File: config.mk
export PLATFORM = sky130hd
export DESIGN_NAME = nearest_palette_color_mapper_flat
export DESIGN_NICKNAME = d
export VERILOG_FILES = /design/src/rtl/core/npcm_pkg.sv /design/src/rtl/core/npcm_pixel_if.sv /design/src/rtl/core/npcm_result_if.sv /design/src/rtl/core/npcm_lane.sv /design/src/rtl/core/npcm_min_tree.sv /design/src/rtl/core/nearest_palette_color_mapper.sv /design/src/flat_wrapper.sv
export SDC_FILE = /design/constraint.sdc
export NUM_CORES = 2
export LEC_CHECK = 0
export ABC_AREA = 1
export BUFFER_PORTS_ARGS = -buffer_cell sky130_fd_sc_hd__buf_2
export CORE_ASPECT_RATIO = 0.5
export CORE_MARGIN = 5
export CORE_UTILIZATION = 47
export CTS_CLUSTER_DIAMETER = 120
export CTS_CLUSTER_SIZE = 30
export DETAILED_ROUTE_END_ITERATION = 8
export SETUP_SLACK_MARGIN = 0.2
export SYNTH_ARGS = -nofsm -noshare
export SYNTH_HDL_FRONTEND = slang
export SYNTH_SLANG_ARGS = --single-unit
File: constraint.sdc
create_clock -name clk_i -period 14.2 [get_ports clk_i]
set_input_delay 1.42 -clock clk_i [delete_from_list [all_inputs] [get_ports clk_i]]
set_output_delay 1.42 -clock clk_i [all_outputs]
set_load 0.01 [all_outputs]
File: src/rtl/core/npcm_pkg.sv
// Package for the nearest palette color mapper: sizes, codes, the candidate
// type of the minimum search and the stage enable struct. No dependencies.
package npcm_pkg;

  localparam int PALETTE_ENTRIES = 7;
  localparam int ENTRY_REGS      = 7;
  localparam int CFG_IDX_W       = 3;
  localparam int ENTRY_W         = 40;
  localparam int CFG_DATA_W      = ENTRY_W;
  localparam int COUNT_W         = 3;
  localparam int CHAN_W          = 8;
  localparam int CODE_W          = 16;
  localparam int SQ_W            = 2 * CHAN_W;
  localparam int DIST_W          = SQ_W + 2;
  localparam int IDX_W           = $clog2(PALETTE_ENTRIES);
  localparam int TREE_LEVELS     = IDX_W;
  localparam int TREE_LEAVES     = 1 << TREE_LEVELS;
  // diff, square, sum, tree levels, output register
  localparam int NSTAGES         = 4 + TREE_LEVELS;

  localparam int RED_LSB   = 32;
  localparam int GREEN_LSB = 24;
  localparam int BLUE_LSB  = 16;

  localparam logic [CODE_W-1:0]    WHITE_CODE    = 16'hFFFF;
  localparam logic [CHAN_W-1:0]    ALPHA_LIMIT   = 8'd128;
  localparam logic [CFG_IDX_W-1:0] CFG_COUNT_IDX = CFG_IDX_W'(ENTRY_REGS);
  localparam logic [COUNT_W-1:0]   COUNT_RESET   = 3'd2;
  localparam logic [COUNT_W-1:0]   COUNT_MAX     = COUNT_W'(PALETTE_ENTRIES);

  typedef struct packed {
    logic                    valid;
    logic [IDX_W-1:0]        idx;
    logic [DIST_W-1:0]       sq_dist;
  } npcm_cand_t;

  typedef struct packed {
    logic                    en_diff;
    logic                    en_sq;
    logic                    en_sum;
    logic [TREE_LEVELS-1:0]  en_tree;
  } npcm_ctrl_t;

  // Reset value of palette entry i: entry one is white, the rest black.
  function automatic logic [ENTRY_W-1:0] npcm_entry_reset(input int i);
    npcm_entry_reset = (i == 1) ? {ENTRY_W{1'b1}} : '0;
  endfunction

  // Lower index sits in a; it wins ties so the first minimum is kept.
  function automatic npcm_cand_t npcm_pick(input npcm_cand_t a, input npcm_cand_t b);
    npcm_pick = (a.valid && (!b.valid || a.sq_dist <= b.sq_dist)) ? a : b;
  endfunction

endpackage

File: src/rtl/core/npcm_pixel_if.sv
// Pixel request channel: valid/ready handshake with an RGBA payload.
// Depends on npcm_pkg.
interface npcm_pixel_if import npcm_pkg::*; ();
  logic              valid;
  logic              ready;
  logic [CHAN_W-1:0] red;
  logic [CHAN_W-1:0] green;
  logic [CHAN_W-1:0] blue;
  logic [CHAN_W-1:0] alpha;

  modport source (output valid, red, green, blue, alpha, input ready);
  modport sink   (input valid, red, green, blue, alpha, output ready);
endinterface

File: src/rtl/core/npcm_result_if.sv
// Result request channel: valid/ready handshake carrying color code and paint.
// Depends on npcm_pkg.
interface npcm_result_if import npcm_pkg::*; ();
  logic              valid;
  logic              ready;
  logic [CODE_W-1:0] color_code;
  logic              paint;

  modport source (output valid, color_code, paint, input ready);
  modport sink   (input valid, color_code, paint, output ready);
endinterface

File: src/rtl/core/npcm_lane.sv
// One palette lane: absolute differences, squares, distance sum, one stage each.
// Depends on npcm_pkg.
module npcm_lane import npcm_pkg::*; (
  input  logic              clk_i,
  input  npcm_ctrl_t        ctrl_i,
  input  logic [CHAN_W-1:0] pix_r_i,
  input  logic [CHAN_W-1:0] pix_g_i,
  input  logic [CHAN_W-1:0] pix_b_i,
  input  logic [CHAN_W-1:0] pal_r_i,
  input  logic [CHAN_W-1:0] pal_g_i,
  input  logic [CHAN_W-1:0] pal_b_i,
  input  logic              use_i,
  output logic [DIST_W-1:0] dist_o,
  output logic              use_o
);

  logic [CHAN_W-1:0] dr_d, dg_d, db_d;
  logic [CHAN_W-1:0] dr_q, dg_q, db_q;
  logic [SQ_W-1:0]   sr_q, sg_q, sb_q;
  logic [DIST_W-1:0] dist_q;
  logic              use1_q, use2_q, use3_q;

  always_comb begin
    dr_d = (pix_r_i >= pal_r_i) ? pix_r_i - pal_r_i : pal_r_i - pix_r_i;
    dg_d = (pix_g_i >= pal_g_i) ? pix_g_i - pal_g_i : pal_g_i - pix_g_i;
    db_d = (pix_b_i >= pal_b_i) ? pix_b_i - pal_b_i : pal_b_i - pix_b_i;
  end

  always_ff @(posedge clk_i) begin
    if (ctrl_i.en_diff) begin
      dr_q   <= dr_d;
      dg_q   <= dg_d;
      db_q   <= db_d;
      use1_q <= use_i;
    end
    if (ctrl_i.en_sq) begin
      sr_q   <= SQ_W'(dr_q) * SQ_W'(dr_q);
      sg_q   <= SQ_W'(dg_q) * SQ_W'(dg_q);
      sb_q   <= SQ_W'(db_q) * SQ_W'(db_q);
      use2_q <= use1_q;
    end
    if (ctrl_i.en_sum) begin
      dist_q <= DIST_W'(sr_q) + DIST_W'(sg_q) + DIST_W'(sb_q);
      use3_q <= use2_q;
    end
  end

  assign dist_o = dist_q;
  assign use_o  = use3_q;

endmodule

File: src/rtl/core/npcm_min_tree.sv
// Registered minimum tree over the lane distances, one level per stage.
// Depends on npcm_pkg.
module npcm_min_tree import npcm_pkg::*; (
  input  logic              clk_i,
  input  logic              rst_ni,
  input  npcm_ctrl_t        ctrl_i,
  input  logic [DIST_W-1:0] dist_i [PALETTE_ENTRIES],
  input  logic              use_i  [PALETTE_ENTRIES],
  output npcm_cand_t        root_o
);

  npcm_cand_t leaf   [TREE_LEAVES];
  npcm_cand_t node_q [1:TREE_LEAVES-1];

  // Pad unused leaves with invalid candidates.
  always_comb begin
    for (int i = 0; i < TREE_LEAVES; i++) begin
      leaf[i] = '0;
    end
    for (int i = 0; i < PALETTE_ENTRIES; i++) begin
      leaf[i].valid   = use_i[i];
      leaf[i].idx     = IDX_W'(i);
      leaf[i].sq_dist = dist_i[i];
    end
  end

  for (genvar n = 1; n < TREE_LEAVES; n++) begin : g_node
    localparam int Stage = TREE_LEVELS - $clog2(n + 1);
    npcm_cand_t lo, hi;
    if (2 * n >= TREE_LEAVES) begin : g_leaf
      assign lo = leaf[2 * n - TREE_LEAVES];
      assign hi = leaf[2 * n + 1 - TREE_LEAVES];
    end else begin : g_inner
      assign lo = node_q[2 * n];
      assign hi = node_q[2 * n + 1];
    end
    always_ff @(posedge clk_i) begin
      if (ctrl_i.en_tree[Stage]) begin
        node_q[n] <= npcm_pick(lo, hi);
      end
    end
  end

  assign root_o = node_q[1];

`ifndef SYNTHESIS
  // Padding leaves must never win.
  a_root_idx_in_range: assert property (@(posedge clk_i) disable iff (!rst_ni)
    root_o.valid |-> ({1'b0, root_o.idx} < (IDX_W + 1)'(PALETTE_ENTRIES)))
    else $error("min tree selected a padding leaf");
`endif

endmodule

File: src/rtl/core/nearest_palette_color_mapper.sv
// Pipeline: an accepted pixel passes through the diff, square, sum, three tree levels and
// output register stages in order; throughput one pixel per cycle while output is ready.
// Under back-pressure each stage holds and the pipe fills; no pixel is lost or doubled.
// Reset (rst_ni low, asynchronous) empties the pipe, sets palette entry 1 to white
// (code 0xFFFF), the other entries to zero and the palette count to two.
// Depends on npcm_pkg, npcm_pixel_if, npcm_result_if, npcm_lane, npcm_min_tree.
module nearest_palette_color_mapper import npcm_pkg::*; (
  input  logic                  clk_i,
  input  logic                  rst_ni,
  input  logic                  cfg_we_i,
  input  logic [CFG_IDX_W-1:0]  cfg_idx_i,
  input  logic [CFG_DATA_W-1:0] cfg_wdata_i,
  npcm_pixel_if.sink            pixel_i,
  npcm_result_if.source         result_o
);

  // Configuration registers: seven palette entries and the entry count.
  logic [ENTRY_W-1:0] entry_q [ENTRY_REGS];
  logic [COUNT_W-1:0] count_q;
  logic [COUNT_W-1:0] count_sat;

  // Per-stage valid bits and the ready chain; rdy[k] means stage k may load.
  logic [NSTAGES-1:0] v_q, v_d;
  logic [NSTAGES:0]   rdy;
  npcm_ctrl_t         ctrl;

  logic               lane_use  [PALETTE_ENTRIES];
  logic [DIST_W-1:0]  lane_dist [PALETTE_ENTRIES];
  logic               lane_uout [PALETTE_ENTRIES];
  npcm_cand_t         root;

  logic [CODE_W-1:0]  code_d, code_q;
  logic               paint_d, paint_q;
  logic               opaque;

  // Configuration writes; the count index is the one above the entries.
  always_ff @(posedge clk_i or negedge rst_ni) begin
    if (!rst_ni) begin
      for (int i = 0; i < ENTRY_REGS; i++) begin
        entry_q[i] <= npcm_entry_reset(i);
      end
      count_q <= COUNT_RESET;
    end else if (cfg_we_i) begin
      if (cfg_idx_i == CFG_COUNT_IDX) begin
        count_q <= cfg_wdata_i[COUNT_W-1:0];
      end else begin
        entry_q[cfg_idx_i] <= cfg_wdata_i[ENTRY_W-1:0];
      end
    end
  end

  // Clamp the count to the number of lanes built.
  assign count_sat = (count_q > COUNT_MAX) ? COUNT_MAX : count_q;
  assign opaque    = (pixel_i.alpha >= ALPHA_LIMIT);

  // Ready ripples back from the output: a stage loads when empty or draining.
  always_comb begin
    rdy[NSTAGES] = result_o.ready;
    for (int k = NSTAGES - 1; k >= 0; k--) begin
      rdy[k] = !v_q[k] || rdy[k+1];
    end
    for (int k = 0; k < NSTAGES; k++) begin
      if (rdy[k]) begin
        v_d[k] = (k == 0) ? pixel_i.valid : v_q[(k == 0) ? 0 : k - 1];
      end else begin
        v_d[k] = v_q[k];
      end
    end
  end

  always_ff @(posedge clk_i or negedge rst_ni) begin
    if (!rst_ni) begin
      v_q <= '0;
    end else begin
      v_q <= v_d;
    end
  end

  always_comb begin
    ctrl.en_diff = rdy[0];
    ctrl.en_sq   = rdy[1];
    ctrl.en_sum  = rdy[2];
    for (int l = 0; l < TREE_LEVELS; l++) begin
      ctrl.en_tree[l] = rdy[3 + l];
    end
  end

  assign pixel_i.ready = rdy[0];

  // A lane takes part only for an opaque pixel and an entry below the count.
  for (genvar i = 0; i < PALETTE_ENTRIES; i++) begin : g_lane
    assign lane_use[i] = opaque && (COUNT_W'(i) < count_sat);

    npcm_lane u_lane (
      .clk_i   (clk_i),
      .ctrl_i  (ctrl),
      .pix_r_i (pixel_i.red),
      .pix_g_i (pixel_i.green),
      .pix_b_i (pixel_i.blue),
      .pal_r_i (entry_q[i][RED_LSB   +: CHAN_W]),
      .pal_g_i (entry_q[i][GREEN_LSB +: CHAN_W]),
      .pal_b_i (entry_q[i][BLUE_LSB  +: CHAN_W]),
      .use_i   (lane_use[i]),
      .dist_o  (lane_dist[i]),
      .use_o   (lane_uout[i])
    );
  end

  npcm_min_tree u_min_tree (
    .clk_i  (clk_i),
    .rst_ni (rst_ni),
    .ctrl_i (ctrl),
    .dist_i (lane_dist),
    .use_i  (lane_uout),
    .root_o (root)
  );

  // Look up the winner's code; no winner (transparent or empty palette) is white.
  // The user must keep configuration static while pixels are in flight; not enforced here.
  always_comb begin
    code_d  = root.valid ? entry_q[root.idx][CODE_W-1:0] : WHITE_CODE;
    paint_d = (code_d != WHITE_CODE);
  end

  always_ff @(posedge clk_i) begin
    if (rdy[NSTAGES-1]) begin
      code_q  <= code_d;
      paint_q <= paint_d;
    end
  end

  assign result_o.valid      = v_q[NSTAGES-1];
  assign result_o.color_code = code_q;
  assign result_o.paint      = paint_q;

`ifndef SYNTHESIS
  a_paint_matches_code: assert property (@(posedge clk_i) disable iff (!rst_ni)
    result_o.valid |-> (result_o.paint == (result_o.color_code != WHITE_CODE)))
    else $error("paint flag disagrees with color code");

  a_first_stage_holds: assert property (@(posedge clk_i) disable iff (!rst_ni)
    (v_q[0] && !rdy[1]) |=> v_q[0])
    else $error("first stage dropped a pixel while stalled");

  a_accept_fills_first: assert property (@(posedge clk_i) disable iff (!rst_ni)
    (pixel_i.valid && pixel_i.ready) |=> v_q[0])
    else $error("accepted pixel did not enter the pipe");

  a_empty_takes: assert property (@(posedge clk_i) disable iff (!rst_ni)
    !v_q[0] |-> pixel_i.ready)
    else $error("empty first stage refused a pixel");
`endif

endmodule
File: src/flat_wrapper.sv
// flat-port wrapper written by rule: the top's interface ports become plain ports
module nearest_palette_color_mapper_flat import npcm_pkg::*;
  (clk_i, rst_ni, cfg_we_i, cfg_idx_i, cfg_wdata_i, pixel_i_valid, pixel_i_red, pixel_i_green, pixel_i_blue, pixel_i_alpha, pixel_i_ready, result_o_valid, result_o_color_code, result_o_paint, result_o_ready);
  npcm_pixel_if pixel_i_i ();
  npcm_result_if result_o_i ();
  input  logic clk_i;
  input  logic rst_ni;
  input  logic cfg_we_i;
  input  logic [CFG_IDX_W-1:0] cfg_idx_i;
  input  logic [CFG_DATA_W-1:0] cfg_wdata_i;
  input wire logic [$bits(pixel_i_i.valid)-1:0] pixel_i_valid;
  input wire logic [$bits(pixel_i_i.red)-1:0] pixel_i_red;
  input wire logic [$bits(pixel_i_i.green)-1:0] pixel_i_green;
  input wire logic [$bits(pixel_i_i.blue)-1:0] pixel_i_blue;
  input wire logic [$bits(pixel_i_i.alpha)-1:0] pixel_i_alpha;
  output wire logic [$bits(pixel_i_i.ready)-1:0] pixel_i_ready;
  output wire logic [$bits(result_o_i.valid)-1:0] result_o_valid;
  output wire logic [$bits(result_o_i.color_code)-1:0] result_o_color_code;
  output wire logic [$bits(result_o_i.paint)-1:0] result_o_paint;
  input wire logic [$bits(result_o_i.ready)-1:0] result_o_ready;
  assign pixel_i_i.valid = pixel_i_valid;
  assign pixel_i_i.red = pixel_i_red;
  assign pixel_i_i.green = pixel_i_green;
  assign pixel_i_i.blue = pixel_i_blue;
  assign pixel_i_i.alpha = pixel_i_alpha;
  assign pixel_i_ready = pixel_i_i.ready;
  assign result_o_valid = result_o_i.valid;
  assign result_o_color_code = result_o_i.color_code;
  assign result_o_paint = result_o_i.paint;
  assign result_o_i.ready = result_o_ready;
  nearest_palette_color_mapper u_core (.clk_i(clk_i), .rst_ni(rst_ni), .cfg_we_i(cfg_we_i), .cfg_idx_i(cfg_idx_i), .cfg_wdata_i(cfg_wdata_i), .pixel_i(pixel_i_i), .result_o(result_o_i));
endmodule
==> metrics.csv <==
stage;metric;value;unit
status;status;finished clean;
critical_path;reg-to-reg slack, setup;8.39;ns
floorplanning;Die ar.;213000;µm²
critical_path;worst reg2reg path depth;12;
detailed_routing;total vias in the final route;68700;
critical_path;critical path endpoint category;output port;
clock_network;CTS H-Tree Depth;2;
place;Placed Cells incl. Taps;13600;
critical_path;Reg2Reg Capture Point;u_core.g_lane[3].u_lane.sg_q[4]$_DFFE_PP_;
sta;final hold vios;0;
detailed_routing;DR iter-0 viols;4837;
grt;largest net degree at the start of global routing;152;
place;DP HPWL;186000;µm
floorplanning;Chip Height;329;µm
synth;sequential share of the synthesized area;32.0;%
layout;design area;99700;µm²
layout;final net count;12800;
detailed_routing;total wire length;237000;µm
detailed_routing;drc violations;0;
layout;Fill cells;19600;
place;port buffer count;91;
place;final weighted congestion in routability-driven placement;0.909;
hold_path;Tightest Hold Check Type;register to register;
grt;first-pass GRT wire length;374000;µm
grt;M3 GR Usage;2.83;%
detailed_routing;drt first pass iters;6;
sta;Tmin final;7.03;ns
layout;layout cells sized above 1;2.48;%
layout;Layout area overhead;4.34;%
sta;final setup fails;0;
layout;most frequent cells in the layout;2507 x nand2_1, 2283 x inv_1, 1128 x ha_1;
synth;Yosys warnings;0;
critical_path;WS Path Type;input pin to output port;
grt;total grt overflow;0;
critical_path;WP data required;12.78;ns
synth;Post-Syn Area;95500;µm²
detailed_routing;routed wire length per instance;17.3;µm
grt;gr busiest metal;met2;
sta;fmax;142;MHz
floorplanning;num ports;99;
clock_network;root buf cell;clkbuf_16;
grt;Overall Global Routing Usage;22.4;%
floorplanning;Rows;117;
sta;Worst Max-Slew Pin Slew;1.14;ns
floorplanning;Core Area;203000;µm²
clock_network;CTS tree;done;
critical_path;WP data arrival;5.61;ns
floorplanning;initial core utilization;47.1;%
clock_network;cts repair resizes;0;
grt;GR Layer Usage met2;36.3;%
grt;antenna violations before repair;26;
detailed_routing;post-route ant nets;0;
grt;vias in the first global route;66900;
layout;Layout Cells excl Fill;13700;
layout;commonest non-fill, non-tap cell in the layout;nand2_1;
grt;met1 Use GR;32.6;%
clock_network;hold-fix buffers at CTS;0;
run;# Max-Cap Violations;0;
critical_path;Worst Setup EP;pixel_i_ready;
critical_path;CP Launch Type;input pin;
critical_path;Crit. Startpoint;result_o_ready;
sta;Pins Over Slew Limit;0;
detailed_routing;via density per instance;5.02;
synth;Mean Syn Cell Area;8.65;µm²
critical_path;CP max FO;45;
synth;Distinct cells, synth;42;
sta;slew margin rel.;23.3;%
clock_network;clk_lat worst skew;0.76;ns
floorplanning;Die X-Extent;648;µm
synth;Mapped Cells;11000;
sta;Worst Skew;0.0656;ns
sta;Tcrit/Tclk final;49.5;%
place;placed instance area;98400;µm²
sta;Setup TNS;0;ns
sta;RSZ-0062 raised after global routing;false;
synth;#FFs+latches synth;1063;
clock_network;Longest Clk Path Bufs;3;
clock_network;total CTS buffers;41;
clock_network;CTS Sinks;1063;
clock_network;Setup Buffers After CTS;0;
critical_path;Reg2Reg Launch Point;u_core.v_q[6]$_DFFE_PN0P_;
clock_network;Clock transition at path regs;0.12;ns
-- through the flow --
stage	setup slack [ns]	hold WS (ns)	util (%)
floorplan	1.03	0.400	-
global placement	7.17	0.406	48.5
detailed placement	7.11	0.410	48.5
CTS	7.14	0.413	49.1
global route	6.84	0.437	49.1
finish	7.17	0.421	49.2
-- logic make-up (layout without fill, tap and decap cells) --
family	Yosys count	in the layout	share of synthesized area [%]
AOI/OAI and AO/OA	1255	1255	7.20
xor gates and xnor gates	664	664	6.09
adders and majority gates	1807	1807	29.0
buffers and inverters	2600	2485	10.4
DFF	1063	1063	32.0
muxes	1	1	0.0105
other	1	16	0.00393
and+or+nand+nor	3648	3648	15.4
-- worst max-delay path: stages --
cell     delay (ns)
buf_2          0.09
nor2_1         0.09
inv_1          0.05
buf_4          0.22
nor2_1         0.49
nand2_2        0.76
nor2_1         0.57
nand2_4        0.43
nor2_1         0.59
nand2_4        0.50
buf_2          0.32
-- worst min path at each step --
stage / start / to / slack [ns] / cells past startpoint
final: u_core.g_lane[2].u_lane.use1_q$_DFFE_PP_ / u_core.g_lane[2].u_lane.use2_q$_DFFE_PP_ / 0.42 / 0
after global routing: u_core.g_lane[2].u_lane.use1_q$_DFFE_PP_ / u_core.g_lane[2].u_lane.use2_q$_DFFE_PP_ / 0.44 / 0
after CTS: u_core.g_lane[2].u_lane.use1_q$_DFFE_PP_ / u_core.g_lane[2].u_lane.use2_q$_DFFE_PP_ / 0.41 / 0
after detailed placement: u_core.g_lane[2].u_lane.use1_q$_DFFE_PP_ / u_core.g_lane[2].u_lane.use2_q$_DFFE_PP_ / 0.41 / 0
after global placement: u_core.g_lane[3].u_lane.use1_q$_DFFE_PP_ / u_core.g_lane[3].u_lane.use2_q$_DFFE_PP_ / 0.41 / 0
after floorplan: u_core.g_lane[0].u_lane.use1_q$_DFFE_PP_ / u_core.g_lane[0].u_lane.use2_q$_DFFE_PP_ / 0.40 / 0
-- final cells by class --
cell class	instances	area (µm²)	share of cell area, %
multi-input cells	7383	55200	55.4
flip-flops and latches	1063	30500	30.6
inverters	2288	8600	8.63
well taps	2737	3420	3.44
clock buffers	69	1130	1.13
repair buffers	121	703	0.706
clock inverters	7	86.3	0.0866
diodes	8	20.0	0.0201
-- cells in the mapped netlist --
cell type / n / area, µm²
nand2_1: 2516 / 9440
inv_1: 2284 / 8570
ha_1: 1128 / 14100
edfxtp_1: 773 / 23200
fa_1: 679 / 13600
o21ai_0: 549 / 2750
xor2_1: 502 / 4400
nor2_1: 472 / 1770
nand3_1: 444 / 2220
a21oi_1: 422 / 2110
dfrtp_1: 249 / 6230
clkbuf_1: 228 / 856
xnor2_1: 162 / 1420
nor3_1: 104 / 521
a21o_1: 90 / 676
o21bai_1: 53 / 398
dfstp_2: 41 / 1080
or2_2: 39 / 244
a211oi_1: 38 / 285
buf_2: 37 / 185
clkbuf_2: 35 / 175
a31oi_1: 34 / 213
o21ai_1: 29 / 145
nand4_1: 28 / 175
nand2b_1: 26 / 163
a21boi_0: 25 / 188
nand3b_1: 9 / 67.6
o21a_1: 7 / 52.6
buf_1: 5 / 18.8
o2111ai_1: 5 / 43.8
buf_4: 4 / 30.0
inv_2: 4 / 15.0
buf_6: 3 / 33.8
nand2_2: 3 / 18.8
nand3_2: 3 / 30.0
o31ai_1: 2 / 15.0
or2_0: 2 / 12.5
conb_1: 1 / 3.75
mux2i_1: 1 / 10.0
nor2_4: 1 / 11.3
nor3b_1: 1 / 7.51
o22ai_1: 1 / 6.26
-- registers in the layout, indices dropped and copies added (netlist names) --
signal,flops
u_core.u_min_tree.node_q,126
u_core.g_lane.u_lane.db_q,56
u_core.g_lane.u_lane.use2_q,7
u_core.v_q,7
u_core.count_q,3
u_core.g_lane.u_lane.dg_q,56
u_core.g_lane.u_lane.use_o,7
u_core.g_lane.u_lane.use1_q,7
u_core.g_lane.u_lane.sb_q,105
u_core.entry_q,280
u_core.g_lane.u_lane.sg_q,105
u_core.result_o.color_code,16
u_core.g_lane.u_lane.dist_o,126
u_core.result_o.paint,1
u_core.g_lane.u_lane.sr_q,105
u_core.g_lane.u_lane.dr_q,56
-- metal layers --
metal,part of all wire [%],wire [µm],vias up
met3,5.6,13300,199
met5,0.016,37,-
met4,1.8,4280,6
li1,-,-,34200
met1,48,113000,32900
met2,45,106000,1384
Power is not shown: default switching activity piles up to over one toggle a cycle in this logic, so the estimate is an artifact.
